`src/design/abst_pkg.sv`:
```
`timescale 1ns / 1ps

package abst_pkg;

    // Default geometry
    localparam int LEVELS_DEF   = 6;
    localparam int KEY_BITS_DEF = 16;

    // Fixed field widths on the ports
    localparam int OP_W     = 1;
    localparam int KEY_W    = 16;
    localparam int STATUS_W = 2;
    localparam int SLOT_W   = 6;
    localparam int HEIGHT_W = 4;

    localparam int IN_DATA_W  = 24;
    localparam int OUT_DATA_W = 48;

    // Operation codes
    localparam logic [OP_W-1:0] OP_INSERT = 1'b0;
    localparam logic [OP_W-1:0] OP_SEARCH = 1'b1;

    // Status codes
    localparam logic [STATUS_W-1:0] ST_OK   = 2'd0;
    localparam logic [STATUS_W-1:0] ST_FULL = 2'd1;
    localparam logic [STATUS_W-1:0] ST_ZERO = 2'd2;

    // One result, as handed from the sequencer to the output register
    typedef struct packed {
        logic [HEIGHT_W-1:0] tree_height;
        logic [KEY_W-1:0]    max_key;
        logic [KEY_W-1:0]    min_key;
        logic [SLOT_W-1:0]   slot;
        logic [STATUS_W-1:0] status;
        logic                found;
    } res_t;

endpackage

```
`src/design/abst_mem.sv`:
```
`timescale 1ns / 1ps

module abst_mem #(
    parameter int AW    = 6,
    parameter int DW    = 16,
    parameter int DEPTH = 63
) (
    input  logic          aclk,
    input  logic          we,
    input  logic [AW-1:0] waddr,
    input  logic [DW-1:0] wdata,
    input  logic [AW-1:0] raddr,
    output logic [DW-1:0] rdata
);

    logic [DW-1:0] mem [DEPTH];
    logic [DW-1:0] rdata_reg;

    // One write port, one registered read port
    always_ff @(posedge aclk) begin
        if (we) begin
            mem[waddr] <= wdata;
        end
        rdata_reg <= mem[raddr];
    end

    assign rdata = rdata_reg;

endmodule

```
`src/design/abst_ctrl.sv`:
```
`timescale 1ns / 1ps

module abst_ctrl #(
    parameter int LEVELS   = abst_pkg::LEVELS_DEF,
    parameter int KEY_BITS = abst_pkg::KEY_BITS_DEF
) (
    input  logic                        aclk,
    input  logic                        aresetn,
    // request side
    input  logic                        in_valid,
    output logic                        in_ready,
    input  logic [abst_pkg::OP_W-1:0]   in_op,
    input  logic [abst_pkg::KEY_W-1:0]  in_key,
    // result side
    output logic                        res_valid,
    input  logic                        res_ready,
    output abst_pkg::res_t              res,
    // tree store
    output logic                        mem_we,
    output logic [LEVELS-1:0]           mem_waddr,
    output logic [KEY_BITS-1:0]         mem_wdata,
    output logic [LEVELS-1:0]           mem_raddr,
    input  logic [KEY_BITS-1:0]         mem_rdata
);

    localparam int AW         = LEVELS;
    localparam int DW         = (LEVELS > 2) ? $clog2(LEVELS) : 1;
    localparam int STORE_SIZE = (1 << LEVELS) - 1;

    typedef enum logic [3:0] {
        S_CLEAR = 4'b0001,
        S_IDLE  = 4'b0010,
        S_WALK  = 4'b0100,
        S_EMIT  = 4'b1000
    } state_t;

    state_t                          state_reg, state_next;
    logic [AW-1:0]                   clr_reg, clr_next;
    logic [AW-1:0]                   idx_reg, idx_next;
    logic [DW-1:0]                   depth_reg, depth_next;
    logic [abst_pkg::OP_W-1:0]       op_reg, op_next;
    logic [KEY_BITS-1:0]             key_reg, key_next;
    logic                            found_reg, found_next;
    logic [abst_pkg::STATUS_W-1:0]   status_reg, status_next;
    logic [AW-1:0]                   slot_reg, slot_next;
    logic [KEY_BITS-1:0]             min_reg, min_next;
    logic [KEY_BITS-1:0]             max_reg, max_next;
    logic [DW-1:0]                   height_reg, height_next;
    logic                            empty_reg, empty_next;

    logic [KEY_BITS+abst_pkg::KEY_W-1:0] key_ext;
    logic [KEY_BITS-1:0]             key_eff;
    logic                            node_empty;
    logic                            node_hit;
    logic                            go_right;
    logic                            at_last;
    logic [AW:0]                     child_w;
    logic [AW-1:0]                   child;

    logic [DW+abst_pkg::HEIGHT_W-1:0]    height_ext;
    logic [AW+abst_pkg::SLOT_W-1:0]      slot_ext;
    logic [KEY_BITS+abst_pkg::KEY_W-1:0] min_ext;
    logic [KEY_BITS+abst_pkg::KEY_W-1:0] max_ext;

    // Key masked to the stored width
    assign key_ext = {{KEY_BITS{1'b0}}, in_key};
    assign key_eff = key_ext[KEY_BITS-1:0];

    // Shared compare unit: request key against the node just read
    assign node_empty = (mem_rdata == '0);
    assign node_hit   = (key_reg == mem_rdata);
    assign go_right   = (key_reg > mem_rdata);
    assign at_last    = (depth_reg == DW'(LEVELS - 1));
    assign child_w    = {idx_reg, 1'b0} + (go_right ? (AW+1)'(2) : (AW+1)'(1));
    assign child      = child_w[AW-1:0];

    // Sequencer
    always_comb begin
        state_next  = state_reg;
        clr_next    = clr_reg;
        idx_next    = idx_reg;
        depth_next  = depth_reg;
        op_next     = op_reg;
        key_next    = key_reg;
        found_next  = found_reg;
        status_next = status_reg;
        slot_next   = slot_reg;
        min_next    = min_reg;
        max_next    = max_reg;
        height_next = height_reg;
        empty_next  = empty_reg;
        mem_we      = 1'b0;
        mem_waddr   = idx_reg;
        mem_wdata   = key_reg;
        mem_raddr   = '0;

        case (state_reg)
            S_CLEAR: begin
                mem_we    = 1'b1;
                mem_waddr = clr_reg;
                mem_wdata = '0;
                clr_next  = clr_reg + AW'(1);
                if (clr_reg == AW'(STORE_SIZE - 1)) begin
                    state_next = S_IDLE;
                end
            end
            S_IDLE: begin
                // root is read at the accepting edge
                if (in_valid) begin
                    op_next    = in_op;
                    key_next   = key_eff;
                    idx_next   = '0;
                    depth_next = '0;
                    found_next = 1'b0;
                    slot_next  = '0;
                    if (key_eff == '0) begin
                        status_next = abst_pkg::ST_ZERO;
                        state_next  = S_EMIT;
                    end else begin
                        status_next = abst_pkg::ST_OK;
                        state_next  = S_WALK;
                    end
                end
            end
            S_WALK: begin
                mem_raddr = at_last ? '0 : child;
                if (op_reg == abst_pkg::OP_SEARCH) begin
                    if (node_empty) begin
                        state_next = S_EMIT;
                    end else if (node_hit) begin
                        found_next = 1'b1;
                        slot_next  = idx_reg;
                        state_next = S_EMIT;
                    end else if (at_last) begin
                        state_next = S_EMIT;
                    end else begin
                        idx_next   = child;
                        depth_next = depth_reg + DW'(1);
                    end
                end else begin
                    if (node_empty) begin
                        // free slot: store key and update the summary
                        mem_we     = 1'b1;
                        slot_next  = idx_reg;
                        empty_next = 1'b0;
                        if (empty_reg) begin
                            min_next    = key_reg;
                            max_next    = key_reg;
                            height_next = depth_reg;
                        end else begin
                            if (key_reg < min_reg) begin
                                min_next = key_reg;
                            end
                            if (key_reg > max_reg) begin
                                max_next = key_reg;
                            end
                            if (depth_reg > height_reg) begin
                                height_next = depth_reg;
                            end
                        end
                        state_next = S_EMIT;
                    end else if (at_last) begin
                        status_next = abst_pkg::ST_FULL;
                        state_next  = S_EMIT;
                    end else begin
                        idx_next   = child;
                        depth_next = depth_reg + DW'(1);
                    end
                end
            end
            S_EMIT: begin
                if (res_ready) begin
                    state_next = S_IDLE;
                end
            end
            default: begin
                state_next = S_IDLE;
            end
        endcase
    end

    always_ff @(posedge aclk) begin
        if (!aresetn) begin
            state_reg  <= S_CLEAR;
            clr_reg    <= '0;
            min_reg    <= '0;
            max_reg    <= '0;
            height_reg <= '0;
            empty_reg  <= 1'b1;
        end else begin
            state_reg  <= state_next;
            clr_reg    <= clr_next;
            min_reg    <= min_next;
            max_reg    <= max_next;
            height_reg <= height_next;
            empty_reg  <= empty_next;
        end
    end

    always_ff @(posedge aclk) begin
        idx_reg    <= idx_next;
        depth_reg  <= depth_next;
        op_reg     <= op_next;
        key_reg    <= key_next;
        found_reg  <= found_next;
        status_reg <= status_next;
        slot_reg   <= slot_next;
    end

    // Result fields cut to port widths
    assign height_ext = {{abst_pkg::HEIGHT_W{1'b0}}, height_reg};
    assign slot_ext   = {{abst_pkg::SLOT_W{1'b0}}, slot_reg};
    assign min_ext    = {{abst_pkg::KEY_W{1'b0}}, min_reg};
    assign max_ext    = {{abst_pkg::KEY_W{1'b0}}, max_reg};

    always_comb begin
        res.found       = found_reg;
        res.status      = status_reg;
        res.slot        = slot_ext[abst_pkg::SLOT_W-1:0];
        res.min_key     = min_ext[abst_pkg::KEY_W-1:0];
        res.max_key     = max_ext[abst_pkg::KEY_W-1:0];
        res.tree_height = empty_reg ? {abst_pkg::HEIGHT_W{1'b1}}
                                    : height_ext[abst_pkg::HEIGHT_W-1:0];
    end

    assign in_ready  = (state_reg == S_IDLE);
    assign res_valid = (state_reg == S_EMIT);

    // Checks
    a_walk_depth: assert property (@(posedge aclk) disable iff (!aresetn)
        (state_reg == S_WALK) |-> (depth_reg <= DW'(LEVELS - 1)))
        else $error("walk went below the last level");

    a_write_ends: assert property (@(posedge aclk) disable iff (!aresetn)
        (mem_we && state_reg == S_WALK) |=> (state_reg == S_EMIT))
        else $error("insert write did not end the walk");

    a_min_max: assert property (@(posedge aclk) disable iff (!aresetn)
        (!empty_reg) |-> (min_reg <= max_reg))
        else $error("smallest key above largest key");

    a_accept_next: assert property (@(posedge aclk) disable iff (!aresetn)
        (in_valid && in_ready) |=> (state_reg == S_WALK || state_reg == S_EMIT))
        else $error("accepted request not started");

    a_full_insert: assert property (@(posedge aclk) disable iff (!aresetn)
        (res_valid && res.status == abst_pkg::ST_FULL) |-> (op_reg == abst_pkg::OP_INSERT))
        else $error("full status on a search");

endmodule

```
`src/design/array_bst_insert_search_top.sv`:
```
`timescale 1ns / 1ps

// Binary search tree in an implicit array of 2^LEVELS-1 slots (children of
// slot i at 2i+1 and 2i+2, zero marks an empty slot). Each request inserts
// or searches one key; every result also carries the current smallest key,
// largest key and tree height. After reset every slot of the store is cleared
// in turn while s_tready stays low. A request is then accepted and walks the
// tree one level at a time (at most LEVELS levels, set by the single
// registered read port of the store); its result is then handed to the
// output register. A zero key skips the walk. The hand-over waits while the
// output register is still full and m_tready is low. One request is in flight
// at a time; a new one is accepted while the previous result still waits in
// the output register.
module array_bst_insert_search_top #(
    parameter int LEVELS   = abst_pkg::LEVELS_DEF,
    parameter int KEY_BITS = abst_pkg::KEY_BITS_DEF
) (
    input  logic                            aclk,
    input  logic                            aresetn,
    input  logic                            s_tvalid,
    output logic                            s_tready,
    // [0] operation, [16:1] key
    input  logic [abst_pkg::IN_DATA_W-1:0]  s_tdata,
    output logic                            m_tvalid,
    input  logic                            m_tready,
    // [0] found, [2:1] status, [8:3] slot, [24:9] min_key, [40:25] max_key,
    // [44:41] tree_height
    output logic [abst_pkg::OUT_DATA_W-1:0] m_tdata
);

    localparam int STORE_SIZE = (1 << LEVELS) - 1;

    logic                  res_valid;
    logic                  res_ready;
    abst_pkg::res_t        res;
    logic                  mem_we;
    logic [LEVELS-1:0]     mem_waddr;
    logic [KEY_BITS-1:0]   mem_wdata;
    logic [LEVELS-1:0]     mem_raddr;
    logic [KEY_BITS-1:0]   mem_rdata;

    logic                  out_valid_reg, out_valid_next;
    abst_pkg::res_t        out_data_reg, out_data_next;

    abst_ctrl #(
        .LEVELS   (LEVELS),
        .KEY_BITS (KEY_BITS)
    ) u_ctrl (
        .aclk      (aclk),
        .aresetn   (aresetn),
        .in_valid  (s_tvalid),
        .in_ready  (s_tready),
        .in_op     (s_tdata[0]),
        .in_key    (s_tdata[abst_pkg::KEY_W:1]),
        .res_valid (res_valid),
        .res_ready (res_ready),
        .res       (res),
        .mem_we    (mem_we),
        .mem_waddr (mem_waddr),
        .mem_wdata (mem_wdata),
        .mem_raddr (mem_raddr),
        .mem_rdata (mem_rdata)
    );

    abst_mem #(
        .AW    (LEVELS),
        .DW    (KEY_BITS),
        .DEPTH (STORE_SIZE)
    ) u_mem (
        .aclk  (aclk),
        .we    (mem_we),
        .waddr (mem_waddr),
        .wdata (mem_wdata),
        .raddr (mem_raddr),
        .rdata (mem_rdata)
    );

    // Output register
    assign res_ready = !out_valid_reg || m_tready;

    always_comb begin
        out_valid_next = out_valid_reg;
        out_data_next  = out_data_reg;
        if (res_valid && res_ready) begin
            out_valid_next = 1'b1;
            out_data_next  = res;
        end else if (m_tready) begin
            out_valid_next = 1'b0;
        end
    end

    always_ff @(posedge aclk) begin
        if (!aresetn) begin
            out_valid_reg <= 1'b0;
        end else begin
            out_valid_reg <= out_valid_next;
        end
    end

    always_ff @(posedge aclk) begin
        out_data_reg <= out_data_next;
    end

    assign m_tvalid = out_valid_reg;
    assign m_tdata  = {3'b000, out_data_reg};

endmodule

```
`config.mk`:
```
export PLATFORM = sky130hd
export DESIGN_NAME = array_bst_insert_search_top
export DESIGN_NICKNAME = d
export VERILOG_FILES = /design/src/design/abst_pkg.sv /design/src/design/abst_mem.sv /design/src/design/abst_ctrl.sv /design/src/design/array_bst_insert_search_top.sv
export SDC_FILE = /design/constraint.sdc
export NUM_CORES = 1
export LEC_CHECK = 0
export BUFFER_PORTS_ARGS = -buffer_cell sky130_fd_sc_hd__buf_2
export CAP_MARGIN = 5
export CORE_ASPECT_RATIO = 1.5
export CORE_MARGIN = 5
export CORE_UTILIZATION = 35
export CTS_BUF_LIST = sky130_fd_sc_hd__clkbuf_4 sky130_fd_sc_hd__clkbuf_8 sky130_fd_sc_hd__clkbuf_16
export DETAILED_ROUTE_END_ITERATION = 10
export GPL_TIMING_DRIVEN = 0
export PLACE_DENSITY_LB_ADDON = 0.25
export SYNTH_ARGS = -nofsm -noshare
export SYNTH_HDL_FRONTEND = slang
export SYNTH_SLANG_ARGS = --single-unit
```
`constraint.sdc`:
```
create_clock -name aclk -period 12.22 [get_ports aclk]
set_input_delay 1.833 -clock aclk [delete_from_list [all_inputs] [get_ports aclk]]
set_output_delay 1.833 -clock aclk [all_outputs]
set_load 0.01 [all_outputs]
```
==> impl_metrics.py, run 1 <==
metrics = {
    "placed_design": {
        "placedCellCount": 5061,
        "gpl_wtd_cong": 1.00,
        "buffer_ports.inserted": 66,
        "dp.final_hpwl_microns": 120000,
    },
    "global_route": {
        "number_of_antenna_violations_at_the_first_check_in_global_routing": 10,
        "grt_first_pass_wirelength_microns": 233000,
        "grt_pass1_vias": 29200,
        "globalRouteOverflowTotal": 0,
        "largest_net_degree_at_the_start_of_global_routing": 64,
        "global_route.usage.total": 0.242,
    },
    "worst_setup_path": {
        "cp_common_cell": "buf_6",
        "cp_max_fo": 10,
        "critPathBufInv": 13,
        "critical-path-top-delay-family": "buffers and inverters",
        "critical_path_arrival_ns": 11.13,
        "slowest_stage": "nor4_1",
        "timing.setup.critical_path_class": "reg2reg",
        "cpPeakStageDelay_ns": 1.34,
        "cp-start-kind": "register",
        "timing.critical_path.to_type": "register",
        "cp_data_required_time_ns": 12.70,
    },
    "synth": {
        "post_synth_num_cell_types": 74,
        "post_synth_inst_count": 3189,
        "synth.yosys.warnings": 0,
        "async_reset_ff_frac": 0,
        "post_synth_main_area_contributors": "edfxtp_1 72%, nand2_1 4.7%, mux2i_1 2.9%, dfxtp_1 2.8%, a21oi_1 1.7%",
        "ys.flop_type": "edfxtp_1",
        "postSynthRegisterBits": 1151,
        "seq_area_frac_synth": 0.744,
        "synth.largest_area_cell": "edfxtp_1",
        "syn-mean-instance-area_sq_um": 14.3,
        "synth_edf_count": 1088,
        "yosysTopAreaCellShare": 0.716,
        "synthesis.area_sq_um": 45600,
    },
    "drt": {
        "antenna_left": 0,
        "routed_wirelength_microns": 171000,
        "avgRoutedWirePerCell_microns": 32.5,
        "drc": 0,
        "drt_first_pass_iters": 6,
        "dr_total_vias": 29800,
        "viasPerCell": 5.66,
        "drt_iter0_drc": 3712,
    },
    "timing": {
        "final.setup.tns_ns": 0,
        "slew_violations": 3,
        "finalHoldViolations": 0,
        "min_period_ns": 10.66,
        "worst_pin_slew_ns": 1.71,
        "finClkSkew_ns": 0.0331,
        "clock.fmax_mhz": 93.8,
        "finalHoldWorstSlack_ns": 0.418,
        "finalCritPeriodShare": 0.872,
        "timing.max_slew.rel_slack": -0.153,
        "setup_viol": 0,
        "setup_repair_after_global_routing_missed_its_margin": "false",
    },
    "clocking": {
        "cts.clk_slew.worst_paths_ns": 0.06,
        "clk-insertion-delay-late_ns": 0.73,
        "clk_root_buffer_cell": "clkbuf_16",
        "clockBufferDepth": 3,
        "cts_sinks": 1151,
        "htree_num_levels": 3,
        "clock_tree_from_tritoncts": "done",
        "hold_buffers": 0,
        "numCtsBuffers": 105,
        "post-cts-setup-buffers": 0,
        "cts_repair_resize_count": 0,
    },
    "floorplan": {
        "die_area_sq_um": 138000,
        "floorplan.initialDensity": 0.352,
        "placementRows": 162,
        "coreArea_sq_um": 130000,
        "fp.dieW_microns": 305,
        "die-height_microns": 452,
        "design.portCount": 78,
    },
    "status": {
        "violations_in_the_final_reports": "max-capacitance violations, max-slew violations",
        "status": "complete, but fails checks",
    },
    "final_layout": {
        "finalNetCount": 3531,
        "drive_gt1_frac": 0.150,
        "final_core_util": 0.412,
        "num-fill-cells": 12000,
        "biggest_register": "u_mem.mem",
        "stdcell_count": 5262,
        "largest_register_ffs": 1008,
        "synthToLayoutAreaGrowth_pct": 17.0,
    },
    "flow_run": {
        "maxCapViolations": 3,
    },
    "min_path": {
        "min-delay-path-class": "reg2reg",
    },
    "pwr": {
        "irDropWorstVdd_mv": 0.126,
        "static-leakage-power_nw": 18.2,
        "powerDensity_nw_per_um2": 193,
    },
}
-- cell type report --
| class | count | area, sq um | area share |
|---|---|---|---|
| inverters | 58 | 220 | 0.00412 |
| repair buffers | 149 | 1770 | 0.0331 |
| multi-input cells | 1804 | 10900 | 0.204 |
| flip-flops and latches | 1151 | 33900 | 0.636 |
| well taps | 1722 | 2150 | 0.0404 |
| plain buffers | 178 | 830 | 0.0155 |
| clock buffers | 135 | 2940 | 0.0550 |
| diodes | 4 | 10.0 | 0.000187 |
| clock inverters | 61 | 628 | 0.0118 |
-- cell families (layout without fill, tap and decap cells) --
logic type / count (synthesis) / in the layout / synth area share
flip-flops: 1151 / 1151 / 0.744
AND/OR/NAND/NOR: 1029 / 1029 / 0.101
AO/OA/AOI/OAI: 568 / 568 / 0.0843
buffers and inverters: 236 / 581 / 0.0230
multiplexers: 138 / 138 / 0.0311
adder cells (fa/ha/maj): 56 / 56 / 0.0154
XOR/XNOR: 10 / 10 / 0.00192
other: 1 / 7 / 0.0000822
-- cell usage in the layout, fill, tap and decap left out, types with 10 or more instances in the layout --
cell type | Yosys | routed
nand2_1 | 576 | 576
nand3_1 | 107 | 107
a21oi_1 | 156 | 156
o211ai_1 | 10 | 10
dfxtp_1 | 63 | 63
nor4_1 | 37 | 32
inv_1 | 55 | 55
buf_6 | 5 | 12
a21o_1 | 15 | 15
or3_1 | 15 | 15
clkbuf_1 | 80 | 80
a211oi_1 | 21 | 21
buf_4 | 9 | 13
a31oi_1 | 61 | 61
clkinv_2 | 0 | 19
buf_1 | 12 | 12
and3_1 | 20 | 20
buf_16 | 0 | 17
o21ai_0 | 65 | 65
o221ai_1 | 76 | 76
nor2_1 | 130 | 66
buf_2 | 72 | 139
o22ai_1 | 36 | 36
and2_1 | 29 | 14
o31ai_1 | 16 | 16
a2111oi_0 | 15 | 14
edfxtp_1 | 1088 | 1088
mux2i_1 | 134 | 134
nand4_1 | 24 | 24
clkbuf_16 | 0 | 109
nor2_2 | 0 | 63
nor2b_1 | 42 | 41
clkinv_1 | 2 | 20
bufinv_16 | 0 | 12
nor3_1 | 15 | 13
buf_8 | 0 | 45
ha_1 | 56 | 56
clkbuf_4 | 0 | 24
-- Yosys cell counts (16+ instances only) --
cell type     n
mux2i_1     134
inv_1        55
dfxtp_1      63
a31oi_1      61
nand2_1     576
o22ai_1      36
a211oi_1     21
nand3_1     107
ha_1         56
and3_1       20
a21oi_1     156
nor4_1       37
o221ai_1     76
buf_2        72
nor2_1      130
nand4_1      24
o31ai_1      16
o21ai_0      65
clkbuf_1     80
edfxtp_1   1088
nor2b_1      42
and2_1       29
-- through the flow --
step	total power, W	setup WS [ns]	area, sq um
5_1_grt	0.0105	2.11	53400
4_1_cts	0.0103	2.08	53400
3_5_place_dp	0.00690	2.13	49800
6_report	0.0103	1.56	53400
3_3_place_gp	0.00676	0.793	48100
2_1_floorplan	0.00585	7.03	45600
-- worst paths after layout --
check	from	to	slack, ns	depth (start not counted)
hold reg to reg	u_ctrl.slot_reg[1]	m_tdata[4]	0.42	0
setup reg to reg	u_ctrl.key_reg[14]	u_mem.rdata[4]	1.56	25
setup / recovery	u_ctrl.key_reg[14]	u_mem.rdata[4]	1.56	25
hold / removal	u_ctrl.slot_reg[1]	m_tdata[4]	0.42	0
-- layer usage --
metal  global-route usage  part of all wire  wire (microns)  up-vias
met4                0.209              0.11           18100        6
met2                0.411              0.49           82900     1662
met1                0.258              0.33           56100    14900
li1                     -                 -               -    12700
met5                    0           0.00023              40        -
met3               0.0454             0.080           13700      482
-- power by group --
part	total (W)	switching [W]	leakage [nW]	internal (W)
clock network	0.00343	0.00148	1.77	0.00195
registers	0.00501	0.0000572	10.4	0.00495
logic	0.00184	0.00148	6.04	0.000361
total	0.0103	0.00301	18.2	0.00727
Note: power is estimated with default switching activity, not from simulation.
==> run 2, diff against run 1 <==
Settings changed: CORE_UTILIZATION 35 to 45.
==> run 2 against run 1 <==
Net effect:
- the flow finishes with violations (max-slew violations)
- critical path type unchanged
- first-iteration DRC count rose by 7.5%
- final cell count down 8.2%
- sequential power about the same
- largest cell class unchanged
==> impl_metrics.py, run 2 (synthesis gave the netlist of run 1 again) <==
metrics = {
    "worst_setup_path": {
        "worstSetupStartpoint": "u_ctrl.key_reg[15]",
        "cp_data_required_time_ns": 12.73,
        "r2r_setup_slack_ns": 1.97,
        "timing.critical_path.to_type": "register",
        "cp_max_fo": 10,
        "timing.setup.critical_path_class": "reg2reg",
        "critical_path.reg2reg.startpoint": "u_ctrl.key_reg[15]",
        "cp-start-kind": "register",
        "critical_path_arrival_ns": 10.75,
    },
    "pwr": {
        "clkPwrFrac": 0.338,
        "powerDensity_nw_per_um2": 193,
        "p_sw_frac": 0.286,
        "irDropWorstVdd_mv": 0.131,
        "static-leakage-power_nw": 18.2,
        "p_int_w": 0.00727,
        "flop_pwr_share": 0.493,
        "comb_power_share": 0.169,
        "netSwitchingPower_w": 0.00291,
    },
    "timing": {
        "clock.fmax_mhz": 97.6,
        "finalHoldWorstSlack_ns": 0.415,
        "setup_repair_after_global_routing_missed_its_margin": "false",
        "min_period_ns": 10.25,
        "finClkSkew_ns": 0.0362,
        "worst_slack_ns": 1.97,
        "worst_pin_slew_ns": 1.50,
        "final.setup.tns_ns": 0,
        "timing.max_slew.rel_slack": -0.000109,
        "setup_viol": 0,
        "finalCritPeriodShare": 0.839,
        "finalHoldViolations": 0,
        "slew_violations": 1,
    },
    "global_route": {
        "largest_net_degree_at_the_start_of_global_routing": 64,
        "global_route.usage.total": 0.290,
        "number_of_antenna_violations_at_the_first_check_in_global_routing": 4,
        "grt_first_pass_wirelength_microns": 219000,
        "grt_pass1_vias": 29200,
        "globalRouteOverflowTotal": 0,
    },
    "final_layout": {
        "largest_register_ffs": 1008,
        "num-fill-cells": 8314,
        "stdcell_count": 4831,
        "finalNetCount": 3522,
        "layout.cells.most_common": "edfxtp_1",
        "synthToLayoutAreaGrowth_pct": 15.6,
        "drive_gt1_frac": 0.148,
        "biggest_register": "u_mem.mem",
        "most-common-layout-cells": "1088 x edfxtp_1, 576 x nand2_1, 156 x a21oi_1",
    },
    "drt": {
        "dr_total_vias": 30000,
        "routed_wirelength_microns": 160000,
        "drt_iter0_drc": 3991,
        "antenna_left": 0,
        "drt_first_pass_iters": 6,
        "drc": 0,
        "viasPerCell": 6.21,
        "avgRoutedWirePerCell_microns": 33.1,
    },
    "placed_design": {
        "dp_slack_ns": 2.57,
        "buffer_ports.inserted": 66,
        "dp.final_hpwl_microns": 113000,
        "placedCellCount": 4640,
        "gpl_wtd_cong": 0.976,
    },
    "clocking": {
        "hold_buffers": 0,
        "clk_root_buffer_cell": "clkbuf_16",
        "htree_num_levels": 3,
        "cts_sinks": 1151,
        "post-cts-setup-buffers": 0,
        "cts.clk_slew.worst_paths_ns": 0.07,
        "cts_repair_resize_count": 0,
        "clk-insertion-delay-late_ns": 0.73,
        "numCtsBuffers": 100,
        "clockBufferDepth": 3,
        "clock_tree_from_tritoncts": "done",
    },
    "floorplan": {
        "placementRows": 143,
        "die_area_sq_um": 108000,
        "die-height_microns": 400,
        "floorplan.initialDensity": 0.451,
        "fp.dieW_microns": 270,
        "coreArea_sq_um": 101000,
        "design.portCount": 78,
    },
    "status": {
        "violations_in_the_final_reports": "max-slew violations",
        "status": "complete, but fails checks",
    },
    "flow_run": {
        "maxCapViolations": 0,
    },
    "min_path": {
        "worst_hold_startpoint": "u_ctrl.slot_reg[0]",
        "min-delay-path-class": "reg2reg",
    },
}
-- run 2: power by group through the flow --
stage               clock network [W]  logic, W  registers, W
floorplan                           0  0.000746       0.00510
global placement                    0   0.00149       0.00518
detailed placement                  0   0.00168       0.00510
CTS                           0.00345   0.00168       0.00502
finish                        0.00344   0.00172       0.00502
global route                  0.00362   0.00177       0.00503
-- run 2: critical path: stages (launching register included) --
cell and delay, ns:
edfxtp_1 0.55, ha_1 0.38, nand4_1 0.18, nor4_1 0.62, a21boi_0 0.29, or3_1 0.18, buf_6 0.16, nand2_8 0.11
inv_4 0.10, buf_6 0.18, buf_6 0.23, buf_6 0.21, clkbuf_1 0.83, ha_1 0.33, ha_1 0.24, clkbuf_1 0.39
nand3_1 0.47, clkbuf_1 0.87, clkbuf_1 0.95, clkbuf_1 0.64, a311oi_1 0.49, nor4_1 1.21, o311ai_1 0.40
-- run 2: stage by stage --
step	area [sq um]	utilization	total power [W]
4_1_cts	52700	0.521	0.0101
2_1_floorplan	45600	-	0.00585
5_1_grt	52700	0.522	0.0104
6_report	52700	0.522	0.0102
3_5_place_dp	49100	0.486	0.00678
3_3_place_gp	47600	0.471	0.00666
-- run 2: area by class of cell --
cell class                      instances  area [sq um]  share of cell area
Clock buffer                          125          2730              0.0517
Multi-Input combinational cell       1804         10900               0.207
Clock inverter                         60           841              0.0159
Tap cell                             1305          1630              0.0310
Buffer                                178           830              0.0157
Inverter                               58           220             0.00418
Antenna cell                            5          12.5            0.000237
Sequential cell                      1151         33900               0.643
Timing Repair Buffer                  145          1640              0.0310
-- run 2: worst paths after layout --
kind | end | cells past startpoint
max | u_mem.rdata[4] | 22
max reg2reg | u_mem.rdata[4] | 22
min reg2reg | m_tdata[3] | 0
min | m_tdata[3] | 0
-- run 2: metal layers --
| layer | vias up | wire (microns) | track usage |
|---|---|---|---|
| met2 | 1962 | 75600 | 0.482 |
| met3 | 581 | 14800 | 0.0576 |
| met5 | - | 11 | 0 |
| met1 | 14800 | 50000 | 0.307 |
| li1 | 12700 | - | - |
| met4 | 2 | 19500 | 0.279 |
